### config.mk
export PLATFORM = sky130hd
export DESIGN_NAME = abst_outq
export DESIGN_NICKNAME = d
export VERILOG_FILES = /design/src/rtl/core/abst_pkg.sv /design/src/rtl/core/abst_outq.sv
export SDC_FILE = /design/constraint.sdc
export NUM_CORES = 1
export LEC_CHECK = 0
export ABC_AREA = 1
export BUFFER_PORTS_ARGS = -buffer_cell sky130_fd_sc_hd__buf_2
export CAP_MARGIN = 20
export CORE_MARGIN = 4
export CORE_UTILIZATION = 56
export DETAILED_ROUTE_END_ITERATION = 12
export HOLD_SLACK_MARGIN = 0.12
export PLACE_DENSITY_LB_ADDON = 0.25
export SYNTH_ARGS = -nofsm -noshare
export SYNTH_HDL_FRONTEND = slang
export SYNTH_SLANG_ARGS = --single-unit
### constraint.sdc
create_clock -name clock -period 5.2 [get_ports clock]
set_clock_uncertainty 0.15 [all_clocks]
set_input_delay 0.78 -clock clock [delete_from_list [all_inputs] [get_ports clock]]
set_output_delay 0.78 -clock clock [all_outputs]
set_load 0.01 [all_outputs]
### src/rtl/core/abst_pkg.sv
`default_nettype none
package abst_pkg;

   // Geometry
   localparam int BLOCK_SIZE = 256;
   localparam int FRAME_SIZE = 1024;
   localparam int COLUMNS    = 128;
   localparam int GROUP      = 8;

   // Widths
   localparam int SAMPLE_W = 12;
   localparam int ROW_W    = 8;
   localparam int FS_AW    = $clog2(FRAME_SIZE);
   localparam int COL_AW   = $clog2(COLUMNS);
   localparam int GRP_AW   = $clog2(GROUP);
   localparam int BLK_CW   = $clog2(BLOCK_SIZE + 1);
   localparam int BSUM_W   = SAMPLE_W + $clog2(BLOCK_SIZE);
   localparam int GSUM_W   = SAMPLE_W + GRP_AW;
   localparam int DC_W     = 28;
   localparam int DC_FRAC  = 16;
   localparam int MEAN_W   = BSUM_W + DC_FRAC - $clog2(BLOCK_SIZE);
   localparam int GAIN_W   = 16;
   localparam int PEAK_W   = 12;
   localparam int HALF_W   = 7;

   // DC tracker coefficients, Q0.16
   localparam int DC_KEEP  = 64225;
   localparam int DC_TAKE  = 1311;
   localparam int M1_W     = 16 + DC_W;
   localparam int M2_W     = 11 + MEAN_W;
   localparam int DCS_W    = ((M1_W > M2_W) ? M1_W : M2_W) + 1;

   // 3300/4095 reduces to 220/273
   localparam int MV_NUM   = 220;
   localparam int MV_DEN   = 273;
   localparam int K_W      = 8 + HALF_W;
   localparam int D_W      = 9 + PEAK_W;

   // Column arithmetic
   localparam int DIFF_A   = DC_W + GRP_AW;
   localparam int DIFF_B   = GSUM_W + DC_FRAC;
   localparam int DIFF_W   = ((DIFF_A > DIFF_B) ? DIFF_A : DIFF_B) + 1;
   localparam int P1_W     = DIFF_W + K_W;
   localparam int P2_W     = P1_W + GAIN_W;
   localparam int SHIFT    = GRP_AW + 24;
   localparam int REM_W    = P2_W - SHIFT + 2;
   localparam int QUO_W    = 10;
   localparam int QB_W     = $clog2(QUO_W);
   localparam int YS_W     = ROW_W + 3;

   // Reset values
   localparam logic [SAMPLE_W-1:0] SAMPLE_MID = SAMPLE_W'(2048);
   localparam logic [SAMPLE_W-1:0] SAMPLE_MAX = SAMPLE_W'(4095);
   localparam logic [ROW_W-1:0]    ROW_RESET  = ROW_W'(32);
   localparam logic [DC_W-1:0]     DC_RESET   = DC_W'(2048) << DC_FRAC;

   typedef enum logic [1:0] {
      OP_SAMPLE  = 2'd0,
      OP_READ    = 2'd1,
      OP_REFRESH = 2'd2,
      OP_NONE    = 2'd3
   } op_type;

   typedef enum logic [2:0] {
      CSR_WAVE_GAIN = 3'd0,
      CSR_PEAK_MV   = 3'd1,
      CSR_HALF      = 3'd2,
      CSR_CENTER    = 3'd3,
      CSR_TOP       = 3'd4,
      CSR_BOTTOM    = 3'd5
   } csr_index_type;

   typedef struct packed {
      op_type              op;
      logic [SAMPLE_W-1:0] sample;
      logic [COL_AW-1:0]   column;
   } item_type;

   typedef struct packed {
      logic                block_done;
      logic [SAMPLE_W-1:0] block_min;
      logic [SAMPLE_W-1:0] block_max;
      logic [SAMPLE_W-1:0] dc_value;
      logic                frame_done;
      logic [ROW_W-1:0]    column_y;
   } result_type;

   typedef struct packed {
      logic [GAIN_W-1:0] gain;
      logic [PEAK_W-1:0] peak;
      logic [HALF_W-1:0] half;
      logic [ROW_W-1:0]  center;
      logic [ROW_W-1:0]  top;
      logic [ROW_W-1:0]  bottom;
   } cfg_type;

   typedef struct packed {
      logic [K_W-1:0]    k;
      logic [D_W-1:0]    d;
      logic [GAIN_W-1:0] g;
      logic [ROW_W-1:0]  center;
      logic [ROW_W-1:0]  top;
      logic [ROW_W-1:0]  bottom;
   } cm_cfg_type;

   typedef enum logic [3:0] {
      ST_IDLE,
      ST_DC_MUL,
      ST_DC_ADD,
      ST_RB_SETUP,
      ST_RB_READ,
      ST_RB_WAIT,
      ST_RB_GO,
      ST_RB_MATH,
      ST_TR_READ,
      ST_RESULT
   } back_state_type;

   typedef enum logic [2:0] {
      CM_IDLE,
      CM_MUL1,
      CM_MUL2,
      CM_PREP,
      CM_DIV,
      CM_FIN
   } cm_state_type;

endpackage
`default_nettype wire

### src/rtl/core/abst_outq.sv
`default_nettype none
module abst_outq (
   input  wire                            clock,
   input  wire                            reset,
   input  wire                            res_push,
   input  abst_pkg::result_type           res,
   output logic                           res_full,
   output logic                           rsp_empty,
   input  wire                            rsp_pop,
   output logic                           rsp_block_done,
   output logic [abst_pkg::SAMPLE_W-1:0]  rsp_block_min,
   output logic [abst_pkg::SAMPLE_W-1:0]  rsp_block_max,
   output logic [abst_pkg::SAMPLE_W-1:0]  rsp_dc_value,
   output logic                           rsp_frame_done,
   output logic [abst_pkg::ROW_W-1:0]     rsp_column_y
);

   abst_pkg::result_type ent_ff [2];
   abst_pkg::result_type head;
   logic [1:0] cnt_ff, cnt_in;
   logic       wp_ff, wp_in, rp_ff, rp_in;
   logic       push_ok, pop_ok;

   // Two-word result queue
   always_comb begin
      res_full       = (cnt_ff == 2'd2);
      rsp_empty      = (cnt_ff == 2'd0);
      head           = ent_ff[rp_ff];
      rsp_block_done = head.block_done;
      rsp_block_min  = head.block_min;
      rsp_block_max  = head.block_max;
      rsp_dc_value   = head.dc_value;
      rsp_frame_done = head.frame_done;
      rsp_column_y   = head.column_y;
      push_ok        = res_push && !res_full;
      pop_ok         = rsp_pop && !rsp_empty;
      wp_in          = push_ok ? ~wp_ff : wp_ff;
      rp_in          = pop_ok ? ~rp_ff : rp_ff;
      cnt_in         = cnt_ff + {1'b0, push_ok} - {1'b0, pop_ok};
   end

   always_ff @(posedge clock) begin
      if (reset) begin
         cnt_ff <= 2'd0;
         wp_ff  <= 1'b0;
         rp_ff  <= 1'b0;
      end else begin
         cnt_ff <= cnt_in;
         wp_ff  <= wp_in;
         rp_ff  <= rp_in;
      end
   end

   always_ff @(posedge clock) begin
      if (push_ok) begin
         ent_ff[wp_ff] <= res;
      end
   end

endmodule
`default_nettype wire
==> reports/metrics.cfg <==
[clock_tree]
clockBufferDepth = 2
htreeDepth = 3
cts_hold_buf = 0
clkTransAtPathRegs_ns = 0.08
cts_tree = done
ctsResizeCount = 0
clk_latency_ns = 0.34
cts-root-buf = clkbuf_8
postCtsSetupBuffers = 0
clock-sinks = 97
cts_buffers = 9

[final_layout]
multi_input_area_sq_um = 789.5
final-seq-area_sq_um = 2864
diodes = 0
nNetsFinal = 339
drive_gt1_frac = 0.5498
area_growth_pct = 17.67
nFillCells = 456

[yosys]
synth-seq-cells = 97
yosys.cell_types.count = 12
syn_nets = 234
yosysSeqAreaShare = 0.7586
avgSynthCellArea_sq_um = 20.73
netlist_area_sq_um = 3774
yosys_warnings = 0
syn-instance-count = 182

[floorplan]
core_area_sq_um = 6459
die_x_microns = 90.09
die_y_microns = 90.09
start_util = 0.5843
rows = 29
boundaryPins = 98
dieArea_sq_um = 8116

[power]
power_density_nw_per_um2 = 450.5
leakage_nw = 1.790
power.total_mw = 2.000
max-vdd-ir-drop_uv = 330.9

[grt]
grt.overflow.total = 0
grt_pass1_wl_microns = 9577
grt_util_all_layers = 0.1519
first_global_vias = 2007
grt_max_degree = 47
antenna_found_initial = 0

[worst_setup_path]
path_buf_inv = 2
crit_chain = buf_4, mux2_2, buf_2
cp.required_ns = 4.27
crit_fanout = 26
worstSetupEndpointType = primary output
cp.arrival_ns = 2.19
critPathKind = reg2out
cpLargestDelayFamily = flip-flops
worst_setup_path_start_kind = register
critPathSlowestCell = dfxtp_2
path_depth = 3
r2r_cells = 5
max_stage_delay_ns = 0.78

[drt]
wirelength_microns = 5994
vias_per_cell = 5.049
via_count = 1858
drc = 0
post_drt_wl_per_cell_microns = 16.29
ant_nets = 0
drt-initial-drc-count = 101
drt_first_pass_iters = 4

[sta]
finalHoldViolations = 0
fin_crit_ns = 3.121
setup_viol_count_final = 0
relSlewSlack = 0.3302
tns_ns = 0
max_freq_ghz = 0.3204
tightestPinTransition_ns = 1.005
finalCritPeriodShare = 0.6003
maxSlewViolCount = 0
rsz0062_at_grt = no
hold_ws_ns = 0.3668

[place]
place.gp.congestion = 0.6708
dp_hpwl_microns = 4126
io_buffers = 97

[min_path]
hold_class = reg2reg
min_path_cells = 2

[job]
cap_viol_max_count = 0

[outcome]
status = finished clean

[state kept, by name (all words and copies together) (netlist names), named ones only]
name,cells
cnt_ff,2
rp_ff,1
ent_ff,92
wp_ff,1
[through the flow]
stage          area (sq um)  cells  setup slack [ns]  utilization
6_report               4441    368             2.079       0.6875
5_1_grt                4441    368             1.922       0.6875
4_1_cts                4441    368             2.034       0.6875
3_5_place_dp           4288    353             2.433       0.6639
3_3_place_gp           4288    353             2.440       0.6639
2_1_floorplan          3774    182             1.820            -
[path summary, 6_finish.rpt]
kind	startpoint	end	slack, ns
max	register	rsp_column_y[2]	2.08
min	rp_ff$_SDFFE_PP0P_	register	0.37
max reg2reg	cnt_ff[0]$_SDFF_PP0_	ent_ff[0][17]$_DFFE_PP_	3.09
min reg2reg	rp_ff$_SDFFE_PP0P_	register	0.37
[kinds of logic after synthesis]
group           synth area share
buf+inv                  0.03415
simple gates             0.02089
flops                     0.7586
mux                       0.1771
compound gates          0.002653
fa+ha+maj               0.006630
[layout by cell type (no fill, tap or decap)]
master and n:
nand2_1 8, nor2_4 1, edfxtp_1 92, clkinvlp_4 1
clkinv_2 2, mux2_4 40, ha_1 2, inv_1 9
clkinv_1 1, nor2_1 8, inv_2 1, nand3_1 3
mux2_2 6, clkbuf_1 2, clkbuf_8 9, dfxtp_1 4
buf_2 97, buf_4 2, a21oi_1 2, dfxtp_2 1
[per-layer routing]
layer | GRT usage | part of all wire | vias to the layer above
met4 | 0.07015 | 0.020 | 0
met5 | 0 | 0 | -
met2 | 0.2657 | 0.52 | 59
li1 | - | - | 893
met3 | 0.04090 | 0.058 | 10
met1 | 0.1735 | 0.41 | 896
[worst reg2reg max path, delay by kind of cell (launching register included)]
kind / cells / cell delay (ns)
buffers and inverters: 2 / 0.52
AND/OR/NAND/NOR: 3 / 0.72
flip-flops: 1 / 0.37
[synthesized netlist by cell type (all sizes together)]
library cell / count / area [sq um]
nor2: 9 / 33.78
nand2: 8 / 30.03
a21oi: 2 / 10.01
ha: 2 / 25.02
edfxtp: 92 / 2763
inv: 10 / 37.54
nand3: 3 / 15.01
mux2: 46 / 668.1
dfxtp: 5 / 100.1
buf: 5 / 91.34
[power by group]
part           total (mW)  internal, mW  switching [mW]
Sequential           1.05         0.992          0.0579
Clock               0.396         0.169           0.228
Combinational       0.554         0.284           0.269
[final cells by class]
| type | count | share of cell area |
|---|---|---|
| flip-flops and latches | 97 | 0.6450 |
| multi-input cells | 70 | 0.1778 |
| repair buffers | 99 | 0.1127 |
| clock buffers | 11 | 0.02959 |
| well taps | 77 | 0.02170 |
| inverters | 10 | 0.008453 |
| clock inverters | 4 | 0.004790 |
No activity file was read; power rests on OpenSTA's default activity.
