$ cat config.mk
export PLATFORM = sky130hd
export DESIGN_NAME = abst_front
export DESIGN_NICKNAME = d
export VERILOG_FILES = /design/src/rtl/core/abst_pkg.sv /design/src/rtl/core/abst_front.sv
export SDC_FILE = /design/constraint.sdc
export NUM_CORES = 1
export LEC_CHECK = 0
export BUFFER_PORTS_ARGS = -buffer_cell sky130_fd_sc_hd__clkbuf_2
export CAP_MARGIN = 20
export CORE_UTILIZATION = 35
export DETAILED_ROUTE_END_ITERATION = 6
export GPL_TIMING_DRIVEN = 0
export MAX_ROUTING_LAYER = met4
export SKIP_LAST_GASP = 1
export SYNTH_ARGS = -nofsm -noshare
export SYNTH_HDL_FRONTEND = slang
export SYNTH_SLANG_ARGS = --single-unit
$ cat constraint.sdc
create_clock -name clock -period 1.9 [get_ports clock]
set_input_delay 0 -clock clock [delete_from_list [all_inputs] [get_ports clock]]
set_output_delay 0 -clock clock [all_outputs]
set_load 0.01 [all_outputs]
$ cat src/rtl/core/abst_pkg.sv
`default_nettype none
package abst_pkg;

   // Geometry
   localparam int BLOCK_SIZE = 256;
   localparam int FRAME_SIZE = 1024;
   localparam int COLUMNS    = 128;
   localparam int GROUP      = 8;

   // Widths
   localparam int SAMPLE_W = 12;
   localparam int ROW_W    = 8;
   localparam int FS_AW    = $clog2(FRAME_SIZE);
   localparam int COL_AW   = $clog2(COLUMNS);
   localparam int GRP_AW   = $clog2(GROUP);
   localparam int BLK_CW   = $clog2(BLOCK_SIZE + 1);
   localparam int BSUM_W   = SAMPLE_W + $clog2(BLOCK_SIZE);
   localparam int GSUM_W   = SAMPLE_W + GRP_AW;
   localparam int DC_W     = 28;
   localparam int DC_FRAC  = 16;
   localparam int MEAN_W   = BSUM_W + DC_FRAC - $clog2(BLOCK_SIZE);
   localparam int GAIN_W   = 16;
   localparam int PEAK_W   = 12;
   localparam int HALF_W   = 7;

   // DC tracker coefficients, Q0.16
   localparam int DC_KEEP  = 64225;
   localparam int DC_TAKE  = 1311;
   localparam int M1_W     = 16 + DC_W;
   localparam int M2_W     = 11 + MEAN_W;
   localparam int DCS_W    = ((M1_W > M2_W) ? M1_W : M2_W) + 1;

   // 3300/4095 reduces to 220/273
   localparam int MV_NUM   = 220;
   localparam int MV_DEN   = 273;
   localparam int K_W      = 8 + HALF_W;
   localparam int D_W      = 9 + PEAK_W;

   // Column arithmetic
   localparam int DIFF_A   = DC_W + GRP_AW;
   localparam int DIFF_B   = GSUM_W + DC_FRAC;
   localparam int DIFF_W   = ((DIFF_A > DIFF_B) ? DIFF_A : DIFF_B) + 1;
   localparam int P1_W     = DIFF_W + K_W;
   localparam int P2_W     = P1_W + GAIN_W;
   localparam int SHIFT    = GRP_AW + 24;
   localparam int REM_W    = P2_W - SHIFT + 2;
   localparam int QUO_W    = 10;
   localparam int QB_W     = $clog2(QUO_W);
   localparam int YS_W     = ROW_W + 3;

   // Reset values
   localparam logic [SAMPLE_W-1:0] SAMPLE_MID = SAMPLE_W'(2048);
   localparam logic [SAMPLE_W-1:0] SAMPLE_MAX = SAMPLE_W'(4095);
   localparam logic [ROW_W-1:0]    ROW_RESET  = ROW_W'(32);
   localparam logic [DC_W-1:0]     DC_RESET   = DC_W'(2048) << DC_FRAC;

   typedef enum logic [1:0] {
      OP_SAMPLE  = 2'd0,
      OP_READ    = 2'd1,
      OP_REFRESH = 2'd2,
      OP_NONE    = 2'd3
   } op_type;

   typedef enum logic [2:0] {
      CSR_WAVE_GAIN = 3'd0,
      CSR_PEAK_MV   = 3'd1,
      CSR_HALF      = 3'd2,
      CSR_CENTER    = 3'd3,
      CSR_TOP       = 3'd4,
      CSR_BOTTOM    = 3'd5
   } csr_index_type;

   typedef struct packed {
      op_type              op;
      logic [SAMPLE_W-1:0] sample;
      logic [COL_AW-1:0]   column;
   } item_type;

   typedef struct packed {
      logic                block_done;
      logic [SAMPLE_W-1:0] block_min;
      logic [SAMPLE_W-1:0] block_max;
      logic [SAMPLE_W-1:0] dc_value;
      logic                frame_done;
      logic [ROW_W-1:0]    column_y;
   } result_type;

   typedef struct packed {
      logic [GAIN_W-1:0] gain;
      logic [PEAK_W-1:0] peak;
      logic [HALF_W-1:0] half;
      logic [ROW_W-1:0]  center;
      logic [ROW_W-1:0]  top;
      logic [ROW_W-1:0]  bottom;
   } cfg_type;

   typedef struct packed {
      logic [K_W-1:0]    k;
      logic [D_W-1:0]    d;
      logic [GAIN_W-1:0] g;
      logic [ROW_W-1:0]  center;
      logic [ROW_W-1:0]  top;
      logic [ROW_W-1:0]  bottom;
   } cm_cfg_type;

   typedef enum logic [3:0] {
      ST_IDLE,
      ST_DC_MUL,
      ST_DC_ADD,
      ST_RB_SETUP,
      ST_RB_READ,
      ST_RB_WAIT,
      ST_RB_GO,
      ST_RB_MATH,
      ST_TR_READ,
      ST_RESULT
   } back_state_type;

   typedef enum logic [2:0] {
      CM_IDLE,
      CM_MUL1,
      CM_MUL2,
      CM_PREP,
      CM_DIV,
      CM_FIN
   } cm_state_type;

endpackage
`default_nettype wire

$ cat src/rtl/core/abst_front.sv
`default_nettype none
module abst_front (
   input  wire                            clock,
   input  wire                            reset,
   input  wire                            req_push,
   input  wire  [1:0]                     req_operation,
   input  wire  [abst_pkg::SAMPLE_W-1:0]  req_sample,
   input  wire  [6:0]                     req_column,
   output logic                           req_full,
   output logic                           itm_valid,
   input  wire                            itm_ready,
   output abst_pkg::item_type             itm
);

   abst_pkg::item_type itm_dec;
   abst_pkg::item_type ent_ff [2];
   logic [1:0] cnt_ff, cnt_in;
   logic       wp_ff, wp_in, rp_ff, rp_in;
   logic       push_ok, pop_ok;

   // Decode the incoming word; column wraps to the display width
   always_comb begin
      itm_dec.op     = abst_pkg::op_type'(req_operation);
      itm_dec.sample = req_sample;
      itm_dec.column = abst_pkg::COL_AW'(req_column);
   end

   // Two-word queue toward the back end
   always_comb begin
      req_full  = (cnt_ff == 2'd2);
      itm_valid = (cnt_ff != 2'd0);
      itm       = ent_ff[rp_ff];
      push_ok   = req_push && !req_full;
      pop_ok    = itm_valid && itm_ready;
      wp_in     = push_ok ? ~wp_ff : wp_ff;
      rp_in     = pop_ok ? ~rp_ff : rp_ff;
      cnt_in    = cnt_ff + {1'b0, push_ok} - {1'b0, pop_ok};
   end

   always_ff @(posedge clock) begin
      if (reset) begin
         cnt_ff <= 2'd0;
         wp_ff  <= 1'b0;
         rp_ff  <= 1'b0;
      end else begin
         cnt_ff <= cnt_in;
         wp_ff  <= wp_in;
         rp_ff  <= rp_in;
      end
   end

   always_ff @(posedge clock) begin
      if (push_ok) begin
         ent_ff[wp_ff] <= itm_dec;
      end
   end

endmodule
`default_nettype wire

==> results of run 1 <==
[flip-flops by register name, indices dropped and copies added (netlist names), named ones only]
signal,flops
cnt_ff,2
ent_ff,42
rp_ff,1
wp_ff,1
[through the flow]
stage | instance area [um2] | setup slack (ns) | std cells | hold slack, ns
after floorplan | 1740 | 0.243 | 91 | 0.0691
after global placement | 2060 | 0.0202 | 205 | 0.191
after detailed placement | 2060 | -0.0504 | 205 | 0.195
after CTS | 2380 | 0.213 | 235 | 0.105
after global routing | 2380 | 0.132 | 235 | 0.149
final | 2380 | 0.221 | 235 | 0.120
[critical path: cells and delay by family (launching register included)]
kind                   cells  cell delay [ns]
DFF                        1             0.38
and+or+nand+nor            2             0.53
buffers and inverters      2             0.43
[path summary, 6_finish.rpt]
| kind | startpoint | end | slack, ns | cells past startpoint |
|---|---|---|---|---|
| max reg2reg | cnt_ff[0] | ent_ff[0][17] | 0.22 | 4 |
| max | cnt_ff[0] | ent_ff[0][17] | 0.22 | 4 |
| min | req_push | wp_ff | 0.12 | 4 |
| min reg2reg | wp_ff | wp_ff | 0.51 | 2 |
[final cells by class]
class                   instances  area [um2]  share of cell area [%]
repair buffers                 69         455                    19.2
inverters                       4        18.8                   0.789
well taps                      67        83.8                    3.53
clock inverters                 1        5.00                   0.211
clock buffers                   7        86.3                    3.63
flip-flops and latches         47        1360                    57.3
multi-input cells              38         357                    15.0
plain buffers                   2        10.0                   0.421
[cell usage in the layout (no fill, tap or decap), types with 3 or more instances in the layout]
cell / instances
clkbuf_2: 47
clkbuf_8: 6
dfxtp_1: 5
dlygate4sd3_1: 22
edfxtp_1: 42
mux2_1: 18
mux2_2: 3
nor2_1: 3
[metal layers]
metal | GRT usage (%) | vias to the layer above | part of all wire, %
li1 | - | 491 | -
met1 | 12.8 | 507 | 39
met2 | 23.9 | 21 | 56
met3 | 4.58 | 5 | 3.7
met4 | 5.45 | 0 | 1.6
met5 | - | - | 0
[power by group through the flow]
stage | combinational (mW) | clock [mW] | sequential (mW)
floorplan | 0.438 | 0 | 1.35
global placement | 0.661 | 0 | 1.35
detailed placement | 0.676 | 0 | 1.37
CTS | 0.721 | 0.628 | 1.34
global route | 0.781 | 0.670 | 1.36
finish | 0.705 | 0.603 | 1.34
[cells by family (layout without fill, tap and decap cells)]
logic type / count (synthesis) / in the layout / synth area share (%)
AO/OA/AOI/OAI: 3 / 3 / 1.08
XOR/XNOR: 3 / 3 / 1.51
adder cells (fa/ha/maj): 2 / 2 / 1.44
buffers and inverters: 6 / 83 / 1.44
flip-flops: 47 / 47 / 78.1
multiplexers: 21 / 21 / 13.6
AND/OR/NAND/NOR: 9 / 9 / 2.87
[timing repair]
item / CTS / global route
gates resized for setup: 1 / 0
setup endpoints to repair: 21 / 0
hold endpoints to repair: 47 / 0
hold buffers: 22 / 0
==> flow_metrics.py, run 1 <==
metrics = {
    "outcome": {
        "status": "completed",
    },
    "routing": {
        "drt-initial-drc-count": 47,
        "vias_per_cell": 4.36,
        "vias": 1024,
        "drt-wirelength-per-cell_um": 13.0,
        "drt_wl_total_um": 3050,
        "drt_pass1_iterations": 2,
        "drc_errors": 0,
        "route.antenna.remaining_nets": 0,
    },
    "sta": {
        "finalMaxSlewViolations": 0,
        "fin_crit_ns": 1.68,
        "timing.fmax_mhz": 596,
        "hold_viol_final": 0,
        "maxSlewHeadroom_pct": 65.2,
        "worst_slew_pin_slew_ns": 0.522,
        "rsz0062_at_grt": "false",
        "fin_worst_skew_ns": 0.00875,
        "setup_viol": 0,
        "period_share_pct": 88.4,
        "setup_tns_ns": 0,
    },
    "final_layout": {
        "fin_nets": 194,
        "nFillCells": 440,
        "drive_above_1_share_pct": 38.7,
        "num_antenna_cells": 0,
        "fin_util_pct": 50.0,
        "syn_to_final_growth_pct": 36.4,
    },
    "clocking": {
        "clk_latency_ns": 0.29,
        "clock_path_buffers": 2,
        "cts_setup_buffers": 0,
        "cts_sinks": 47,
        "cts_tree": "done",
        "cts.root.buffer_cell": "clkbuf_8",
        "cts_made_buffers": 5,
        "clkTransAtPathRegs_ns": 0.08,
        "htreeDepth": 2,
    },
    "floorplanning": {
        "fp.dieH_um": 72.6,
        "die_area_um2": 5270,
        "ios": 48,
        "die_w_um": 72.6,
        "start_util_pct": 36.7,
        "core_um2": 4750,
        "fp-row-count": 25,
    },
    "worst_setup_path": {
        "worstPathCellList": "nand2b_2 -> inv_2 -> or3_1 -> clkinvlp_4",
        "worst-path-max-fanout": 21,
        "endpoint_kind": "register",
        "cp_data_required_time_ns": 1.84,
        "critical-path-max-stage-delay_ns": 0.38,
        "crit_arrival_ns": 1.62,
        "crit_slowest_cell": "dfxtp_1",
        "crit_path_start_kind": "register",
        "critPathKind": "register to register",
    },
    "power": {
        "vdd_drop_max_mv": 0.551,
        "p_leak_nw": 0.939,
        "pwr-share-comb_pct": 26.6,
        "p_sw_mw": 0.729,
        "powerDensity_nw_per_um2": 1110,
        "p_int_mw": 1.92,
        "switching_share_pct": 27.5,
        "p_clk_share_pct": 22.8,
        "fin_total_pwr_mw": 2.65,
        "sequentialPowerShare_pct": 50.6,
    },
    "yosys": {
        "synth.area.top_cells": "edfxtp_1 72%, mux2_1 12%, dfxtp_1 5.7%",
        "post-synth-top-count-cell": "edfxtp_1",
        "synth_edf_count": 42,
        "synth.distinct_cells": 20,
        "synth_area_um2": 1740,
        "synth_top_area_cell": "edfxtp_1",
        "ys_warn_count": 0,
        "syn_inst": 91,
        "synth_top_area_share_pct": 72.4,
        "ys_seq_elements": 47,
        "syn-num-nets": 118,
        "synth_ff_type": "edfxtp_1",
        "async_flop_share_pct": 0,
        "yosys-top-cells-count": "42 x edfxtp_1, 18 x mux2_1, 5 x dfxtp_1",
        "yosysSeqAreaShare_pct": 78.1,
        "syn_area_per_cell_um2": 19.2,
    },
    "hold_path": {
        "hp-class": "primary input to register",
    },
    "global_routing": {
        "grt_pass1_wl_um": 4890,
        "grt_usage_pct": 13.2,
        "grt_pass1_vias": 1136,
        "grt_overflow": 0,
        "grt_max_degree": 22,
        "antenna_found_initial": 0,
    },
    "placed_design": {
        "place.gp.congestion": 0.628,
        "hpwl_um": 2030,
        "port_buffers": 47,
    },
    "flow_run": {
        "drv_cap": 0,
    },
}
Power figures use the tool's default switching activity.
==> run 2, diff against run 1 <==
ABC_AREA = 1   (was default)
==> run 2 against run 1 <==
Critical path depth rose by 6. Setup slack got worse by 0.051 ns. Global-route usage is 0.28 points lower. Critical path type unchanged.
==> flow_metrics.py, run 2 <==
metrics = {
    "final_layout": {
        "fin_util_pct": 49.2,
        "final_common_cell": "clkbuf_2",
        "syn_to_final_growth_pct": 35.4,
        "final_cell_mix": "47 x clkbuf_2, 42 x edfxtp_1, 22 x dlygate4sd3_1",
        "drive_above_1_share_pct": 43.6,
        "largest_reg_flops": 42,
        "regMostFlops": "ent_ff",
        "largest_registers": "ent_ff: 42 flops, cnt_ff: 2 flops",
        "num_antenna_cells": 0,
        "fin_nets": 207,
        "final_cells": 251,
    },
    "worst_setup_path": {
        "crit_path_start_kind": "register",
        "endpoint_kind": "register",
        "cp_data_required_time_ns": 2.08,
        "critPathKind": "register to register",
        "crit_arrival_ns": 1.91,
        "worst-path-max-fanout": 4,
    },
    "yosys": {
        "post-synth-top-count-cell": "edfxtp_1",
        "synth_top_family_by_area": "multiplexers",
        "yosysSeqAreaShare_pct": 73.9,
        "synth_top_area_cell": "edfxtp_1",
        "ys_warn_count": 0,
        "async_flop_share_pct": 0,
        "synth_edf_count": 42,
        "ys_seq_elements": 47,
        "synth_mux_area_share_pct": 16.9,
        "syn_area_per_cell_um2": 17.9,
        "synth.distinct_cells": 11,
        "yosys-top-cells-count": "42 x edfxtp_1, 20 x mux2_4, 9 x inv_1, 9 x nor2_1, 8 x nand2_1",
        "synth_area_um2": 1840,
        "syn-num-nets": 130,
        "synthAdderAreaFrac_pct": 1.36,
        "syn_inst": 103,
        "synth_compound_area_share_pct": 0.543,
        "yosys.area_share.simple_pct": 4.28,
        "synth_top_area_share_pct": 68.4,
        "synth_xor_area_share_pct": 0,
        "synth.area.top_cells": "edfxtp_1 68%, mux2_4 16%, dfxtp_1 5.4%",
        "synth_ff_type": "edfxtp_1",
    },
    "routing": {
        "drt_pass1_iterations": 4,
        "drc_errors": 0,
        "highest_layer": "met4",
        "route.antenna.remaining_nets": 0,
        "wl_met1_um": 1140,
        "met3_length_um": 102,
        "vias": 1076,
        "drt-wirelength-per-cell_um": 12.5,
        "dr_wl_met2_um": 1840,
        "drt_wl_total_um": 3150,
        "drt-initial-drc-count": 34,
        "vias_per_cell": 4.29,
    },
    "sta": {
        "fin_worst_skew_ns": 0.00671,
        "fin_crit_ns": 1.73,
        "period_share_pct": 91.1,
        "setup_viol": 0,
        "maxSlewHeadroom_pct": 43.5,
        "timing.fmax_mhz": 578,
        "rsz0062_at_grt": "false",
        "worst_slew_pin_slew_ns": 0.847,
        "finalMaxSlewViolations": 0,
        "hold_viol_final": 0,
    },
    "clocking": {
        "cts_tree": "done",
        "clock_path_buffers": 2,
        "htreeDepth": 2,
        "cts_made_buffers": 5,
        "clkTransAtPathRegs_ns": 0.08,
        "clk_latency_ns": 0.29,
        "cts.root.buffer_cell": "clkbuf_8",
        "cts_sinks": 47,
    },
    "floorplanning": {
        "die_w_um": 74.6,
        "core_um2": 5070,
        "ios": 48,
        "die_area_um2": 5560,
        "start_util_pct": 36.3,
        "fp-row-count": 26,
        "fp.dieH_um": 74.6,
    },
    "global_routing": {
        "grt_pass1_wl_um": 4910,
        "grt_pass1_vias": 1172,
        "grt_overflow": 0,
        "grt_max_degree": 22,
        "grt_usage_pct": 13.0,
        "antenna_found_initial": 0,
    },
    "flow_run": {
        "drv_cap": 0,
    },
    "power": {
        "fin_total_pwr_mw": 2.88,
        "p_leak_nw": 1.05,
        "powerDensity_nw_per_um2": 1160,
        "vdd_drop_max_mv": 0.713,
    },
    "placed_design": {
        "place.gp.congestion": 0.676,
        "hpwl_um": 2230,
        "port_buffers": 47,
        "dp_cells": 221,
    },
    "hold_path": {
        "hp-class": "primary input to register",
    },
    "outcome": {
        "status": "completed",
    },
}
[run 2: changes by cell type in the layout (fill, tap and decap cells not counted), sizes merged, moves of 2 or more]
cell | before | now
inv | 3 | 9
xnor2 | 2 | 0
nand2 | 1 | 8
nand3 | 0 | 3
nor2 | 3 | 9
[run 2: path summary, 6_finish.rpt]
path         cells after the start   endpoint       from  slack, ns
max reg2reg                     10  cnt_ff[1]  cnt_ff[0]       0.17
max                             10  cnt_ff[1]  cnt_ff[0]       0.17
min reg2reg                      2      rp_ff      rp_ff       0.55
min                              3      wp_ff   req_push       0.01
[run 2: worst max-delay path, cell delays in order, from the launching register on]
cell,delay [ns]
dfxtp_1,0.39
inv_1,0.07
nand2_1,0.13
nand2_1,0.11
ha_1,0.29
inv_1,0.04
ha_1,0.19
inv_1,0.07
nand2_1,0.07
a21oi_1,0.17
nor2_1,0.09
[run 2: stage by stage]
step | TNS [ns] | hold WS (ns) | worst slack [ns] | instance area, um2
after floorplan | 0 | 0.0712 | 0.0424 | 1840
after global placement | -8.98 | 0.171 | -0.429 | 2170
after detailed placement | 0 | 0.183 | 0.171 | 2180
after CTS | 0 | 0.00183 | 0.154 | 2490
after global routing | 0 | 0.0440 | 0.0930 | 2490
final | 0 | 0.0140 | 0.170 | 2490
[run 2: report_power, final]
group | leakage (nW) | switching, mW | total (mW) | internal [mW]
logic | 0.566 | 0.454 | 0.911 | 0.457
clock network | 0.0482 | 0.302 | 0.595 | 0.293
registers | 0.434 | 0.0635 | 1.38 | 1.31
total | 1.05 | 0.820 | 2.88 | 2.06
[run 2: what timing repair did]
| action | in CTS | in global routing |
|---|---|---|
| hold endpoints to repair | 44 | 0 |
| resized for setup | 0 | 0 |
| buffers inserted | 0 | 0 |
| hold buffers | 22 | 0 |
[run 2: cell families after synthesis]
group,Yosys count
DFF,47
muxes,21
and+or+nand+nor,20
buffers and inverters,11
AOI/OAI and AO/OA,2
adders and majority gates,2
[run 2: layer usage]
metal	vias to the layer above	GRT usage (%)
met5	-	-
met4	0	9.01
met3	7	3.39
met2	26	23.2
met1	520	11.8
li1	523	-
[run 2: final cells by class]
| cell class | count | area (um2) |
|---|---|---|
| timing repair buffer | 70 | 470 |
| buffer | 2 | 22.5 |
| fill | 471 | 2580 |
| inverter | 9 | 33.8 |
| multi-input combinational | 45 | 428 |
| sequential | 47 | 1360 |
| clock inverter | 1 | 5.00 |
| tap | 70 | 87.6 |
| clock buffer | 7 | 86.3 |
